[src/rtl/fqsdr_pkg.sv]
// Shared types and constants for the searchable FIFO queue block.
// No dependencies; the other files that use it refer to this package by scoped names.
package fqsdr_pkg;

	localparam int DEFAULT_QUEUE_DEPTH = 16;
	localparam int VALUE_W             = 32;

	// Operation codes carried in the opcode field of an input item
	typedef enum logic [2:0] {
		OP_ENQ    = 3'd0,
		OP_DEQ    = 3'd1,
		OP_SEARCH = 3'd2,
		OP_DELETE = 3'd3,
		OP_REV    = 3'd4,
		OP_CLEAR  = 3'd5
	} op_t;

	// Result status codes
	typedef enum logic [1:0] {
		ST_OK    = 2'd0,
		ST_FULL  = 2'd1,
		ST_EMPTY = 2'd2
	} status_t;

	// Classified command handed from the front end to the execution engine
	typedef enum logic [2:0] {
		K_NOP,
		K_ENQ,
		K_DEQ,
		K_SEARCH,
		K_DELETE,
		K_REV,
		K_CLEAR
	} kind_t;

	typedef struct packed {
		kind_t              kind;
		logic [VALUE_W-1:0] value;
	} cmd_t;

	// Execution engine states
	typedef enum logic [3:0] {
		B_IDLE,
		B_WALK,
		B_REV_RLO,
		B_REV_RHI,
		B_REV_WLO,
		B_REV_WHI,
		B_FRONT,
		B_RESULT
	} back_state_t;

	typedef struct packed {
		logic [2:0]                opcode;
		logic signed [VALUE_W-1:0] operand_value;
	} in_item_t;

	typedef struct packed {
		logic [1:0]                status;
		logic                      found;
		logic signed [VALUE_W-1:0] front_value;
		logic [4:0]                entry_count;
		logic [4:0]                removed_count;
	} out_item_t;

endpackage

[src/rtl/fqsdr_ram.sv]
// Generic single-write, single-read RAM with registered read data.
// No package dependencies.
module fqsdr_ram #(
	parameter int WIDTH = 32,
	parameter int DEPTH = 16
) (
	input  logic                     clk,
	input  logic                     we,
	input  logic [$clog2(DEPTH)-1:0] waddr,
	input  logic [WIDTH-1:0]         wdata,
	input  logic                     re,
	input  logic [$clog2(DEPTH)-1:0] raddr,
	output logic [WIDTH-1:0]         rdata
);

	logic [WIDTH-1:0] mem [DEPTH];

	always_ff @(posedge clk) begin
		if (we) begin
			mem[waddr] <= wdata;
		end
		if (re) begin
			rdata <= mem[raddr];
		end
	end

endmodule

[src/rtl/fqsdr_front.sv]
// Front end: accept input items, decode the opcode and hold commands in a
// two-entry queue for the execution engine. Uses fqsdr_pkg.
module fqsdr_front (
	input  logic                 clk,
	input  logic                 arst_n,
	input  logic                 in_valid,
	output logic                 in_ready,
	input  fqsdr_pkg::in_item_t  in_data,
	output logic                 cmd_valid,
	output fqsdr_pkg::cmd_t      cmd,
	input  logic                 cmd_pop
);

	fqsdr_pkg::cmd_t slot_q [2];
	logic            wr_ptr_q;
	logic            rd_ptr_q;
	logic [1:0]      cnt_q;
	logic            push;
	fqsdr_pkg::cmd_t dec;

	assign in_ready  = (cnt_q != 2'd2);
	assign push      = in_valid && in_ready;
	assign cmd_valid = (cnt_q != 2'd0);
	assign cmd       = slot_q[rd_ptr_q];

	// Classify the opcode; unused codes become a no-op
	always_comb begin
		dec.value = in_data.operand_value;
		unique case (in_data.opcode)
			fqsdr_pkg::OP_ENQ:    dec.kind = fqsdr_pkg::K_ENQ;
			fqsdr_pkg::OP_DEQ:    dec.kind = fqsdr_pkg::K_DEQ;
			fqsdr_pkg::OP_SEARCH: dec.kind = fqsdr_pkg::K_SEARCH;
			fqsdr_pkg::OP_DELETE: dec.kind = fqsdr_pkg::K_DELETE;
			fqsdr_pkg::OP_REV:    dec.kind = fqsdr_pkg::K_REV;
			fqsdr_pkg::OP_CLEAR:  dec.kind = fqsdr_pkg::K_CLEAR;
			default:              dec.kind = fqsdr_pkg::K_NOP;
		endcase
	end

	always_ff @(posedge clk) begin
		if (push) begin
			slot_q[wr_ptr_q] <= dec;
		end
	end

	always_ff @(posedge clk or negedge arst_n) begin
		if (!arst_n) begin
			wr_ptr_q <= 1'b0;
			rd_ptr_q <= 1'b0;
			cnt_q    <= 2'd0;
		end else begin
			if (push) begin
				wr_ptr_q <= ~wr_ptr_q;
			end
			if (cmd_pop) begin
				rd_ptr_q <= ~rd_ptr_q;
			end
			cnt_q <= cnt_q + 2'(push) - 2'(cmd_pop);
		end
	end

endmodule

[src/rtl/fqsdr_back.sv]
// Execution engine: carry out queue commands against the entry RAM and
// register one result per command. Uses fqsdr_pkg and fqsdr_ram.
module fqsdr_back #(
	parameter int QUEUE_DEPTH = fqsdr_pkg::DEFAULT_QUEUE_DEPTH
) (
	input  logic                 clk,
	input  logic                 arst_n,
	input  logic                 cmd_valid,
	input  fqsdr_pkg::cmd_t      cmd,
	output logic                 cmd_pop,
	output logic                 out_valid,
	input  logic                 out_ready,
	output fqsdr_pkg::out_item_t out_data
);

	localparam int AW = $clog2(QUEUE_DEPTH);
	localparam int CW = $clog2(QUEUE_DEPTH + 1);
	localparam int VW = fqsdr_pkg::VALUE_W;

	fqsdr_pkg::back_state_t state_q, state_d;
	fqsdr_pkg::cmd_t        cmd_q;
	fqsdr_pkg::status_t     status_q;
	fqsdr_pkg::out_item_t   out_data_q;
	logic [AW-1:0] head_q;
	logic [CW-1:0] count_q;
	logic [CW-1:0] idx_q;
	logic [CW-1:0] kept_q;
	logic [CW-1:0] removed_q;
	logic [CW-1:0] lo_q;
	logic [CW-1:0] hi_q;
	logic [VW-1:0] a_q;
	logic          pend_s1;
	logic          found_q;
	logic          out_valid_q;

	logic          ram_we;
	logic [AW-1:0] ram_waddr;
	logic [VW-1:0] ram_wdata;
	logic          ram_re;
	logic [AW-1:0] ram_raddr;
	logic [VW-1:0] ram_rdata;

	logic rd_go;
	logic match;
	logic full;
	logic out_free;
	logic rev_more;

	// Map a position from the head to a RAM address, wrapping once
	function automatic logic [AW-1:0] slot(input logic [AW-1:0] head,
			input logic [CW-1:0] pos);
		logic [CW:0] sum;
		sum = (CW+1)'(head) + (CW+1)'(pos);
		if (sum >= (CW+1)'(QUEUE_DEPTH)) begin
			sum = sum - (CW+1)'(QUEUE_DEPTH);
		end
		return sum[AW-1:0];
	endfunction

	fqsdr_ram #(
		.WIDTH(VW),
		.DEPTH(QUEUE_DEPTH)
	) u_ram (
		.clk  (clk),
		.we   (ram_we),
		.waddr(ram_waddr),
		.wdata(ram_wdata),
		.re   (ram_re),
		.raddr(ram_raddr),
		.rdata(ram_rdata)
	);

	assign rd_go    = (idx_q < count_q);
	assign match    = pend_s1 && (ram_rdata == cmd_q.value);
	assign full     = (count_q == CW'(QUEUE_DEPTH));
	assign out_free = !out_valid_q || out_ready;
	assign rev_more = ((CW+1)'(lo_q) + (CW+1)'(2)) < (CW+1)'(hi_q);

	// Next state
	always_comb begin
		state_d = state_q;
		unique case (state_q)
			fqsdr_pkg::B_IDLE: begin
				if (cmd_valid) begin
					case (cmd.kind) inside
						fqsdr_pkg::K_SEARCH, fqsdr_pkg::K_DELETE: state_d = fqsdr_pkg::B_WALK;
						fqsdr_pkg::K_REV: state_d = (count_q > CW'(1)) ?
							fqsdr_pkg::B_REV_RLO : fqsdr_pkg::B_FRONT;
						default: state_d = fqsdr_pkg::B_FRONT;
					endcase
				end
			end
			fqsdr_pkg::B_WALK: begin
				if (!rd_go && !pend_s1) begin
					state_d = fqsdr_pkg::B_FRONT;
				end
			end
			fqsdr_pkg::B_REV_RLO: state_d = fqsdr_pkg::B_REV_RHI;
			fqsdr_pkg::B_REV_RHI: state_d = fqsdr_pkg::B_REV_WLO;
			fqsdr_pkg::B_REV_WLO: state_d = fqsdr_pkg::B_REV_WHI;
			fqsdr_pkg::B_REV_WHI: state_d = rev_more ?
				fqsdr_pkg::B_REV_RLO : fqsdr_pkg::B_FRONT;
			fqsdr_pkg::B_FRONT: state_d = fqsdr_pkg::B_RESULT;
			fqsdr_pkg::B_RESULT: begin
				if (out_free) begin
					state_d = fqsdr_pkg::B_IDLE;
				end
			end
			default: state_d = fqsdr_pkg::B_IDLE;
		endcase
	end

	// RAM port and pop control
	always_comb begin
		cmd_pop   = 1'b0;
		ram_we    = 1'b0;
		ram_waddr = slot(head_q, kept_q);
		ram_wdata = ram_rdata;
		ram_re    = 1'b0;
		ram_raddr = head_q;
		unique case (state_q)
			fqsdr_pkg::B_IDLE: begin
				cmd_pop = cmd_valid;
				if (cmd_valid && (cmd.kind == fqsdr_pkg::K_ENQ) && !full) begin
					ram_we    = 1'b1;
					ram_waddr = slot(head_q, count_q);
					ram_wdata = cmd.value;
				end
			end
			fqsdr_pkg::B_WALK: begin
				ram_re    = rd_go;
				ram_raddr = slot(head_q, idx_q);
				ram_we    = pend_s1 && (cmd_q.kind == fqsdr_pkg::K_DELETE) && !match;
			end
			fqsdr_pkg::B_REV_RLO: begin
				ram_re    = 1'b1;
				ram_raddr = slot(head_q, lo_q);
			end
			fqsdr_pkg::B_REV_RHI: begin
				ram_re    = 1'b1;
				ram_raddr = slot(head_q, hi_q);
			end
			fqsdr_pkg::B_REV_WLO: begin
				ram_we    = 1'b1;
				ram_waddr = slot(head_q, lo_q);
			end
			fqsdr_pkg::B_REV_WHI: begin
				ram_we    = 1'b1;
				ram_waddr = slot(head_q, hi_q);
				ram_wdata = a_q;
			end
			fqsdr_pkg::B_FRONT: begin
				ram_re = 1'b1;
			end
			default: begin
			end
		endcase
	end

	// Datapath registers
	always_ff @(posedge clk) begin
		case (state_q)
			fqsdr_pkg::B_IDLE: begin
				if (cmd_valid) begin
					cmd_q     <= cmd;
					found_q   <= 1'b0;
					removed_q <= '0;
					idx_q     <= '0;
					kept_q    <= '0;
					pend_s1   <= 1'b0;
					lo_q      <= '0;
					hi_q      <= count_q - CW'(1);
				end
			end
			fqsdr_pkg::B_WALK: begin
				pend_s1 <= rd_go;
				if (rd_go) begin
					idx_q <= idx_q + CW'(1);
				end
				if (match) begin
					found_q <= 1'b1;
				end
				if (pend_s1 && !match) begin
					kept_q <= kept_q + CW'(1);
				end
				if (!rd_go && !pend_s1 && (cmd_q.kind == fqsdr_pkg::K_DELETE)) begin
					removed_q <= count_q - kept_q;
				end
			end
			fqsdr_pkg::B_REV_RHI: a_q <= ram_rdata;
			fqsdr_pkg::B_REV_WHI: begin
				lo_q <= lo_q + CW'(1);
				hi_q <= hi_q - CW'(1);
			end
			default: begin
			end
		endcase
		if ((state_q == fqsdr_pkg::B_RESULT) && out_free) begin
			out_data_q.status        <= status_q;
			out_data_q.found         <= found_q && (cmd_q.kind == fqsdr_pkg::K_SEARCH);
			out_data_q.front_value   <= (count_q != '0) ? ram_rdata : '0;
			out_data_q.entry_count   <= 5'(count_q);
			out_data_q.removed_count <= 5'(removed_q);
		end
	end

	// Control registers: state, queue pointers, status and output valid
	always_ff @(posedge clk or negedge arst_n) begin
		if (!arst_n) begin
			state_q     <= fqsdr_pkg::B_IDLE;
			head_q      <= '0;
			count_q     <= '0;
			status_q    <= fqsdr_pkg::ST_OK;
			out_valid_q <= 1'b0;
		end else begin
			state_q <= state_d;
			if ((state_q == fqsdr_pkg::B_IDLE) && cmd_valid) begin
				status_q <= fqsdr_pkg::ST_OK;
				case (cmd.kind)
					fqsdr_pkg::K_ENQ: begin
						if (full) begin
							status_q <= fqsdr_pkg::ST_FULL;
						end else begin
							count_q <= count_q + CW'(1);
						end
					end
					fqsdr_pkg::K_DEQ: begin
						if (count_q == '0) begin
							status_q <= fqsdr_pkg::ST_EMPTY;
						end else begin
							head_q  <= (head_q == AW'(QUEUE_DEPTH - 1)) ? '0 : head_q + AW'(1);
							count_q <= count_q - CW'(1);
						end
					end
					fqsdr_pkg::K_CLEAR: begin
						head_q  <= '0;
						count_q <= '0;
					end
					default: begin
					end
				endcase
			end
			if ((state_q == fqsdr_pkg::B_WALK) && !rd_go && !pend_s1 &&
					(cmd_q.kind == fqsdr_pkg::K_DELETE)) begin
				count_q <= kept_q;
			end
			if ((state_q == fqsdr_pkg::B_RESULT) && out_free) begin
				out_valid_q <= 1'b1;
			end else if (out_ready) begin
				out_valid_q <= 1'b0;
			end
		end
	end

	assign out_valid = out_valid_q;
	assign out_data  = out_data_q;

endmodule

[src/rtl/fifo_queue_with_search_delete_reverse.sv]
// Top level of the bounded FIFO queue with search, delete-all-equal and reverse.
// Uses fqsdr_pkg, fqsdr_front and fqsdr_back (which holds fqsdr_ram).
//
// in channel  (in_valid / in_ready / in_data): one item per operation, opcode
//   plus operand_value. Every accepted item gives exactly one result.
// out channel (out_valid / out_ready / out_data): status, found flag, head
//   entry, entry count and removed count, in the order items were accepted.
// The front end decodes items into a two-entry command queue; the back end
// executes one command at a time against a registered-read entry RAM and
// loads an output register.
// Engine steps per item, with N the entry count when the command starts:
//   enqueue, dequeue, clear, no-op: decode in idle, head read, result.
//   search, delete: one RAM read per entry walked, then head read and result.
//   reverse: floor(N/2) swapped pairs, each read low, read high, write low,
//     write high (one read and one write port), then head read and result.
// Reset clears head, count and all handshake state; the entry RAM is not
// cleared since only entries within the count are ever used. When out_ready
// is low the result holds in the output register and the engine waits with
// its next result; the front still takes items until its queue is full.
module fifo_queue_with_search_delete_reverse #(
	parameter int QUEUE_DEPTH = fqsdr_pkg::DEFAULT_QUEUE_DEPTH
) (
	input  logic                 clk,
	input  logic                 arst_n,
	input  logic                 in_valid,
	output logic                 in_ready,
	input  fqsdr_pkg::in_item_t  in_data,
	output logic                 out_valid,
	input  logic                 out_ready,
	output fqsdr_pkg::out_item_t out_data
);

	// Decoded command between front and back
	logic            cmd_valid;
	logic            cmd_pop;
	fqsdr_pkg::cmd_t cmd;

	fqsdr_front u_front (
		.clk      (clk),
		.arst_n   (arst_n),
		.in_valid (in_valid),
		.in_ready (in_ready),
		.in_data  (in_data),
		.cmd_valid(cmd_valid),
		.cmd      (cmd),
		.cmd_pop  (cmd_pop)
	);

	fqsdr_back #(
		.QUEUE_DEPTH(QUEUE_DEPTH)
	) u_back (
		.clk      (clk),
		.arst_n   (arst_n),
		.cmd_valid(cmd_valid),
		.cmd      (cmd),
		.cmd_pop  (cmd_pop),
		.out_valid(out_valid),
		.out_ready(out_ready),
		.out_data (out_data)
	);

endmodule

[config.mk]
export PLATFORM = sky130hd
export DESIGN_NAME = fifo_queue_with_search_delete_reverse
export DESIGN_NICKNAME = d
export VERILOG_FILES = /design/src/rtl/fqsdr_pkg.sv /design/src/rtl/fqsdr_ram.sv /design/src/rtl/fqsdr_front.sv /design/src/rtl/fqsdr_back.sv /design/src/rtl/fifo_queue_with_search_delete_reverse.sv
export SDC_FILE = /design/constraint.sdc
export NUM_CORES = 1
export LEC_CHECK = 0
export BUFFER_PORTS_ARGS = -buffer_cell sky130_fd_sc_hd__buf_2
export CORE_MARGIN = 4
export CORE_UTILIZATION = 56
export CTS_CLUSTER_DIAMETER = 50
export DETAILED_ROUTE_END_ITERATION = 16
export PLACE_DENSITY = 0.87
export SYNTH_ARGS = -nofsm -noshare
export SYNTH_HDL_FRONTEND = slang
export SYNTH_HIERARCHICAL = 1
export SYNTH_SLANG_ARGS = --single-unit
[constraint.sdc]
create_clock -name clk -period 5.35 [get_ports clk]
set_clock_uncertainty 0.2 [all_clocks]
set_input_delay 0.2675 -clock clk [delete_from_list [all_inputs] [get_ports clk]]
set_output_delay 0.2675 -clock clk [all_outputs]
set_load 0.1 [all_outputs]
## Yosys cells after proc, flatten, opt, wreduce, memory -nomap -nowiden

Memory sizes are Yosys's and may differ from the RTL's. A register that Yosys moved wholly into a read port is not among the register bits.
Index checks and enable logic that the tools add are counted.
W data, S select, Z words.

- Add/subtract/negate cells: 21
- Reduce and logical (&&, ||, !) cells: 45
- Muxes and demuxes: 54
- Bitwise logic cells: 2
- Equality and inequality tests: 34
- $lt $le $gt $ge: 8

Operator list:

| kind | count |
|---|---|
| $pmux W32 S2 | 1 |
| $mux W4 | 13 |
| $pmux W5 S2 | 5 |
| $mux W5 | 9 |
| $eq A32 B32 Y1 | 1 |
| $mux W32 | 1 |
| $pmux W4 S8 | 1 |
| $add A4 B5 Y6 | 5 |
| $ge A6 B5 Y1 const B | 5 |
| $pmux W4 S3 | 2 |
| $add A5 B1 Y5 const B | 4 |
| $sub A4 B1 Y4 const B | 5 |
| $eq A3 B3 Y1 const B | 6 |
| $pmux W3 S6 | 1 |
| $reduce_and A3 Y1 | 6 |
| $eq A4 B3 Y1 const B | 4 |
| $eq A3 B2 Y1 const B | 5 |
| $logic_and A1 B1 Y1 | 15 |
| $pmux W5 S3 | 1 |
| $ne A2 B1 Y1 const B | 7 |
| $reduce_bool A2 Y1 | 6 |
| $mux W1 | 11 |
| $sub A5 B1 Y5 const B | 2 |
| $eq A4 B2 Y1 const B | 2 |
| 32 further kinds | 46 |

- Input port bits: 39
- Logic and storage cells: 189
- Register bits: 159
- Output and inout port bits: 47
- Memories kept: 2
- Memory bits (writable): 582

Memory list:

| name | words | width | rd ports | clocked after Yosys merged registers in | wr ports | line | text |
|---|---|---|---|---|---|---|---|
| u_back.u_ram.mem | 16 | 32 | 1 | 1 | 1 | fqsdr_ram.sv:16 | `logic [WIDTH-1:0] mem [DEPTH];` |
| u_front.slot_q | 2 | 35 | 1 | 0 | 1 | fqsdr_front.sv:14 | `fqsdr_pkg::cmd_t slot_q [2];` |

## Longest topological paths before layout

Gate-level depths: netlist of the first run.
An unclocked memory read counts as a cell.

- Depth after elaboration: 8
- Gate-level depth with buffers: 12
- Mapped depth without buffers: 10

## Hierarchy

The synthesis of the first run kept the hierarchy.

Modules (own cells, without submodules):

| module | cells an instance | area an instance (um^2) | instances |
|---|---|---|---|
| fqsdr_ram | 838 | 20156.8 | 1 |
| fqsdr_back | 672 | 7968.9 | 1 |
| fqsdr_front | 131 | 2889.0 | 1 |

## Worst setup path before layout of the first run

OpenSTA, ideal clock, no wires.

- Kind: register to register
- Start point: reg u_back.head_q[1]
- End point: mem u_back.u_ram.mem[0][0], enable pin
- Clock period less this slack: 5.445 ns
- Slack: -0.095 ns
- Setup time: 0.461 ns
- Path buffers: 0
- Stages on the path, launching flop included: 10
- Arrival: 4.784 ns
- Path through: dfrtp_1 -> ha_1 -> a21o_1 -> a21oi_1 -> xnor2_1 -> a221o_1 -> a22oi_1 -> o21ai_0 -> or3b_2 -> nor3_1

- Cells in the longest elaborated chain, start to end: 5
- Elaborated cells between the ends (all ways): 18
- Those cells by class: 8 x add/sub; 4 x order compare; 6 x mux

RTL lines:

| what | line | text |
|---|---|---|
| start: declaration | fqsdr_back.sv:24 | `logic [AW-1:0] head_q;` |
| start signal: assignment | fqsdr_back.sv:231 | `head_q <= (head_q == AW'(QUEUE_DEPTH - 1)) ? '0 : head_q + AW'(1);` |
| $add A4 B5 Y6 | fqsdr_back.sv:53 | `sum = (CW+1)'(head) + (CW+1)'(pos);` |
| $ge A6 B5 Y1 or $sub A4 B1 Y4 (tied branches) | fqsdr_back.sv:54, fqsdr_back.sv:55 |  |
| $mux W4 | fqsdr_back.sv:54 | `if (sum >= (CW+1)'(QUEUE_DEPTH)) begin` |
| $mux W4 | fqsdr_back.sv:124 | `if (cmd_valid && (cmd.kind == fqsdr_pkg::K_ENQ) && !full) begin` |
| $pmux W4 S3 * | fqsdr_back.sv:121 | `unique case (state_q)` |
| via u_back.ram_waddr[3] | fqsdr_back.sv:37 | `logic [AW-1:0] ram_waddr;` |
| end: declaration | fqsdr_ram.sv:16 |  |

Mark *: on every way through the listed nets, which the timed path passes. The rest lies on a longest branch.

## Worst setup path after layout of the first run

- Start point: reg u_back.state_q[2]
- End point: mem u_back.u_ram.mem[2][16], enable pin

- Elaborated cells between the ends (all ways): 9
- Those cells by class: 3 x eq/ne; 4 x mux; 2 x reduce/logical

RTL lines:

| what | line | text |
|---|---|---|
| start: declaration | fqsdr_back.sv:20 | `fqsdr_pkg::back_state_t state_q, state_d;` |
| start signal: assignment | fqsdr_back.sv:210 | `state_q <= fqsdr_pkg::B_IDLE;` |
| start signal: assignment | fqsdr_back.sv:216 | `state_q <= state_d;` |
| $eq A4 B3 Y1 or $logic_not A4 Y1 (tied branches) | fqsdr_back.sv:121 |  |
| $pmux W4 S3 * | fqsdr_back.sv:121 |  |
| via u_back.ram_waddr[3] | fqsdr_back.sv:37 |  |

Marks and branches as above.

==> results of run 1 <==
[per-layer routing]
metal	GRT usage	up-vias
met3	0.06630	268
met5	0	-
met1	0.3513	8801
met4	0.1081	2
li1	-	6930
met2	0.4599	1373
[synthesized netlist by cell type (19+ instances only)]
cell type  number
mux4_2        128
nand2_1       133
xor2_1         50
dfrtp_1        19
nor2b_1        38
mux2_4         29
clkbuf_1       30
a21oi_1        22
ha_1           38
edfxtp_1      753
nor2_1         58
xnor2_1        21
a22oi_1       104
inv_1          19
[kinds of logic after synthesis]
group                    after synthesis  synth area share
flip-flops                           772            0.7444
AND/OR/NAND/NOR                      304           0.04744
AO/OA/AOI/OAI                        185           0.04224
multiplexers                         172            0.1122
buffers and inverters                 93           0.01452
XOR/XNOR                              71           0.02005
adder cells (fa/ha/maj)               44           0.01920
[where the power goes]
group / switching (mW) / internal (mW)
combinational: 6.53 / 3.32
sequential: 0.773 / 9.17
clock: 2.41 / 3.11
[repair_timing]
item / CTS / global route
gates resized for setup: 0 / 0
hold endpoints to repair: 92 / 0
hold buffers: 40 / 0
[stage by stage]
step | cell area [µm²] | utilization | setup slack, ns | hold slack (ns)
2_1_floorplan | 31020 | - | 0.1606 | -0.2281
3_3_place_gp | 32650 | 0.6008 | 0.9431 | 0.05818
3_5_place_dp | 32650 | 0.6008 | 0.7499 | 0.07906
4_1_cts | 35690 | 0.6567 | 0.5976 | 0.1392
5_1_grt | 35690 | 0.6567 | 0.4320 | 0.1401
6_report | 35690 | 0.6567 | 0.5417 | 0.1688
[layout make-up]
cell class	instances	area, µm²	area share
sequential	772	23090	0.6469
multi-input combinational	776	7671	0.2149
clock buffer	100	2191	0.06139
timing repair buffer	172	1291	0.03618
tap	739	924.6	0.02591
clock inverter	50	447.9	0.01255
inverter	20	75.07	0.002103
[worst max-delay path by stage]
stage                                   end  slack [ns]  depth (start not counted)
floorplan            u_back/u_ram/mem[4][0]        0.16                          9
global placement    u_back/u_ram/mem[2][22]        0.94                         11
detailed placement  u_back/u_ram/mem[2][22]        0.75                         11
CTS                 u_back/u_ram/mem[2][22]        0.60                         11
global route        u_back/u_ram/mem[2][11]        0.43                         11
finish              u_back/u_ram/mem[2][16]        0.54                         11
[worst max-delay path, stage by stage (launching register included)]
cell	delay (ns)
dfrtp_1	0.59
nor2_4	0.30
nand3b_4	0.15
inv_2	0.09
buf_4	0.60
nand3_1	0.30
a21o_1	0.31
a22oi_1	0.18
o21ai_0	0.28
or3b_2	0.68
nor2_4	0.48
buf_4	0.34
[state kept, by name, summed over array words and instances (netlist names), 3 cells and up]
name and cells:
u_back/lo_q 5, u_back/a_q 32, u_back/cmd_q 35, u_back/u_ram/rdata 32, u_back/hi_q 5, u_back/kept_q 5, u_back/u_ram/mem 512, u_front/slot_q 70
u_back/state_q 3, u_back/removed_q 5, u_back/out_data 45, u_back/head_q 4, u_back/idx_q 5, u_back/count_q 5
==> results.json, run 1 <==
{
  "area_delta_synth_final_pct": 15.07,
  "root_buffer": "clkbuf_16",
  "synthTopCellsByArea": "edfxtp_1 (73%), mux4_2 (9.3%), a22oi_1 (2.5%)",
  "whs_path_depth": 2,
  "crit_type": "reg -> reg",
  "ys_ff_latch": 772,
  "die_h_um": 243.3,
  "wl_met2_mm": 40.61,
  "period_minus_slack_ns": 4.808,
  "status": "finished, final reports clean",
  "grt_pass1_wl_mm": 119.8,
  "netlist.area_leader.share": 0.7291,
  "layout_common_cells": "edfxtp_1 (753), nand2_1 (133), mux4_2 (128)",
  "crit_fanout": 43,
  "r2r-end": "u_back/u_ram/mem[2][16]",
  "finalCritPeriodShare": 0.8988,
  "powerDensity_nw_per_um2": 709.5,
  "post_cts_buffers": 0,
  "place_inst": 2439,
  "slew_viol_final": 0,
  "top_layer": "met5",
  "synth_edf_count": 753,
  "rsz0062_at_grt": "no",
  "cts.sinks": 772,
  "wire_per_inst_um": 30.75,
  "yosysTopAreaCell": "edfxtp_1",
  "peakVddDrop_mv": 0.7495,
  "slew_headroom": 0.1400,
  "p_leak_nw": 12.20,
  "synth.cell_area_um2": 31010,
  "grt_pass1_vias": 18030,
  "cts_tree": "done",
  "grt.total_usage": 0.2746,
  "layout-drive-gt1-share": 0.2471,
  "drtAntennaViolNets": 0,
  "hp-start": "in_data[16]",
  "cp.arrival_ns": 4.92,
  "post-dp-hpwl_mm": 44.73,
  "maxCapViolations": 0,
  "ys.flop_type": "edfxtp_1",
  "cp.required_ns": 5.47,
  "rr_worst_depth": 11,
  "clk_pin_slew_worst_paths_ns": 0.06,
  "syn_nets": 1724,
  "worst_pin_slew_ns": 1.290,
  "max_freq_mhz": 208.0,
  "fp.coreArea_um2": 54350,
  "reg2reg_from": "u_back/state_q[2]",
  "grt_max_degree": 82,
  "yosysSeqAreaShare": 0.7444,
  "finalSetupTns_ns": 0,
  "hold_violations": 0,
  "power_mw": 25.32,
  "postSynthAreaPerCell_um2": 18.90,
  "clock_path_buffers": 3,
  "start_kind": "flip-flop",
  "holdPathEnd": "u_front/slot_q[0][16]",
  "drcViolationCount": 0,
  "boundaryPins": 86,
  "filler_cell_count": 3331,
  "vias_per_cell": 6.609,
  "portBuffers": 85,
  "ys_types": 66,
  "die_area_um2": 59210,
  "drt_first_pass_iters": 6,
  "globalplace.congestion": 0.8924,
  "clk_latency_ns": 0.63,
  "antenna_found_initial": 2,
  "synthArstFlopShare": 0.02461,
  "final_nets": 1907,
  "wl_met1_mm": 27.65,
  "layout_commonest_cell": "edfxtp_1",
  "syn-instance-count": 1641,
  "hp-class": "in -> reg",
  "stdcell_count": 2629,
  "worst_setup_path_end_kind": "flip-flop",
  "h-tree-depth": 3,
  "vias": 17370,
  "numCtsBuffers": 82,
  "dr_wl_met3_mm": 9.038,
  "antenna_cells": 0,
  "r2r_slack_ns": 0.54,
  "ys_warn_count": 6,
  "start_util": 0.5707,
  "grt_overflow": 0,
  "drt_iter0_markers": 2466,
  "row_count": 85,
  "startpoint": "u_back/state_q[2]",
  "setup_viol": 0,
  "die_w_um": 243.3,
  "wl_mm": 80.84
}
Power figures use the tool's default switching activity.
==> run 2: changes to the inputs <==
--- a/config.mk
+++ b/config.mk
@@ -11,6 +11,7 @@
 export CTS_CLUSTER_DIAMETER = 50
 export DETAILED_ROUTE_END_ITERATION = 16
 export PLACE_DENSITY = 0.87
+export RECOVER_POWER = 25
 export SYNTH_ARGS = -nofsm -noshare
 export SYNTH_HDL_FRONTEND = slang
 export SYNTH_HIERARCHICAL = 1
==> results.json, run 2 (same netlist as run 1, synthesis figures left out) <==
{
  "largest_reg_flops": 512,
  "period_minus_slack_ns": 4.992,
  "cts.sinks": 772,
  "clock_path_buffers": 3,
  "slew_headroom": -0.9266,
  "post-dp-hpwl_mm": 44.73,
  "root_buffer": "clkbuf_16",
  "drtAntennaViolNets": 0,
  "cts_resized": 0,
  "final_util": 0.6521,
  "start_kind": "flip-flop",
  "power_switching_mw": 9.684,
  "rsz0062_at_grt": "no",
  "grt_pass1_vias": 18030,
  "wl_mm": 81.02,
  "layout-drive-gt1-share": 0.1836,
  "vias": 17430,
  "layout_common_cells": "edfxtp_1 (753), nand2_1 (134), mux4_2 (128)",
  "drt_iter0_markers": 2632,
  "row_count": 85,
  "die_w_um": 243.3,
  "place_area_um2": 32650,
  "slew_viol_final": 179,
  "peakVddDrop_mv": 0.7454,
  "hp-class": "in -> reg",
  "h-tree-depth": 3,
  "globalplace.congestion": 0.8924,
  "combPwrFrac": 0.385,
  "p_leak_nw": 11.84,
  "cp.required_ns": 5.47,
  "wire_per_inst_um": 30.82,
  "setup_viol": 0,
  "timing.final.ws_setup_ns": 0.3576,
  "fin_area_um2": 35440,
  "largest_register": "u_back/u_ram/mem",
  "grt.total_usage": 0.2746,
  "worst_setup_path_end_kind": "flip-flop",
  "p_seq_frac": 0.395,
  "finalSetupTns_ns": 0,
  "clk_latency_ns": 0.63,
  "vias_per_cell": 6.629,
  "cp.arrival_ns": 5.11,
  "numCtsBuffers": 82,
  "crit_type": "reg -> reg",
  "crit_fanout": 43,
  "finalCritPeriodShare": 0.9332,
  "boundaryPins": 86,
  "die_area_um2": 59210,
  "drt_first_pass_iters": 6,
  "intPower_mw": 15.48,
  "die_h_um": 243.3,
  "antenna_cells": 0,
  "antenna_found_initial": 1,
  "crit_path_top_delay_cell": "or3b_2",
  "grt_pass1_wl_mm": 119.8,
  "grt_overflow": 0,
  "maxCapViolations": 5,
  "worst_pin_slew_ns": 2.890,
  "cts_tree": "done",
  "grt_max_degree": 82,
  "worstPathCellList": "nor2_4 > nand3b_1 > clkinv_1 > buf_4 > nand3_1 > a21o_1 > a222oi_1 > inv_1 > or3b_2 > nor2_4 > buf_4",
  "cpPeakStageDelay_ns": 0.65,
  "fp.coreArea_um2": 54350,
  "status": "finished with violations",
  "clkPwrFrac": 0.220,
  "start_util": 0.5707,
  "portBuffers": 85,
  "final_nets": 1907,
  "dp_slack_ns": 0.7499,
  "area_delta_synth_final_pct": 14.27,
  "powerDensity_nw_per_um2": 710.0,
  "max_freq_mhz": 200.3,
  "violations": "capacitance limit, slew limit",
  "layout_commonest_cell": "edfxtp_1",
  "swShare": 0.3849,
  "drcViolationCount": 0,
  "clk_pin_slew_worst_paths_ns": 0.06,
  "hold_violations": 0
}
[run 2: changes by cell type in the layout (fill, tap and decap cells not counted), moves of 6 or more]
cell      before  now
clkbuf_1      12   93
buf_2         85   10
buf_4         38   32
mux2_2         8    1
mux2_4        29    2
mux2_1         0   34
[run 2: final timing paths]
path | start | endpoint | slack (ns) | cells after the start
setup reg to reg | u_back/state_q[2] | u_back/u_ram/mem[2][11] | 0.36 | 11
min in group asynchronous | arst_n | u_front/cnt_q[0] | 0.74 | 3
max in group asynchronous | arst_n | u_back/state_q[1] | 3.54 | 3
hold reg to reg | u_back/removed_q[1] | u_back/out_data[1] | 0.22 | 0
hold / removal | in_data[8] | u_front/slot_q[0][8] | 0.17 | 2
setup / recovery | u_back/state_q[2] | u_back/u_ram/mem[2][11] | 0.36 | 11
[run 2: power groups by stage]
| stage | clock [mW] | combinational, mW | sequential (mW) |
|---|---|---|---|
| 5_1_grt | 5.89 | 10.2 | 10.0 |
| 3_3_place_gp | 0 | 9.02 | 9.89 |
| 6_report | 5.53 | 9.68 | 9.95 |
| 3_5_place_dp | 0 | 9.40 | 9.99 |
| 2_1_floorplan | 0 | 5.98 | 10.3 |
| 4_1_cts | 5.59 | 9.70 | 9.92 |
[run 2: metal layers]
layer | vias to the layer above | track usage | share of wire
met5 | - | 0 | 0.00012
met3 | 289 | 0.06630 | 0.12
met4 | 2 | 0.1081 | 0.045
met1 | 8830 | 0.3513 | 0.34
li1 | 6927 | - | -
met2 | 1380 | 0.4599 | 0.50
[run 2: cell type report]
class / count / area (µm²)
Clock buffer: 100 / 2191
Clock inverter: 50 / 447.9
Fill cell: 3443 / 18910
Inverter: 20 / 75.07
Multi-Input combinational cell: 776 / 7540
Sequential cell: 772 / 23090
Tap cell: 739 / 924.6
Timing Repair Buffer: 172 / 1175
[run 2: through the flow]
| stage | hold WS, ns | total power, mW | cells |
|---|---|---|---|
| 3_3_place_gp | 0.05818 | 18.91 | 2439 |
| 3_5_place_dp | 0.07906 | 19.39 | 2439 |
| 4_1_cts | 0.1392 | 25.21 | 2629 |
| 2_1_floorplan | -0.2281 | 16.30 | 1641 |
| 5_1_grt | 0.1661 | 26.08 | 2629 |
| 6_report | 0.1696 | 25.16 | 2629 |
[run 2: critical path: cells and delay by family, from the launching register on]
family / cells / cell delay, ns
simple gates: 5 / 1.99
buf+inv: 4 / 1.25
compound gates: 2 / 0.62
flops: 1 / 0.59
[run 2: repair_timing]
item                                   CTS  global route
endpoints found under the hold margin   92             0
setup buffers                            0             0
hold buffers                            40             0
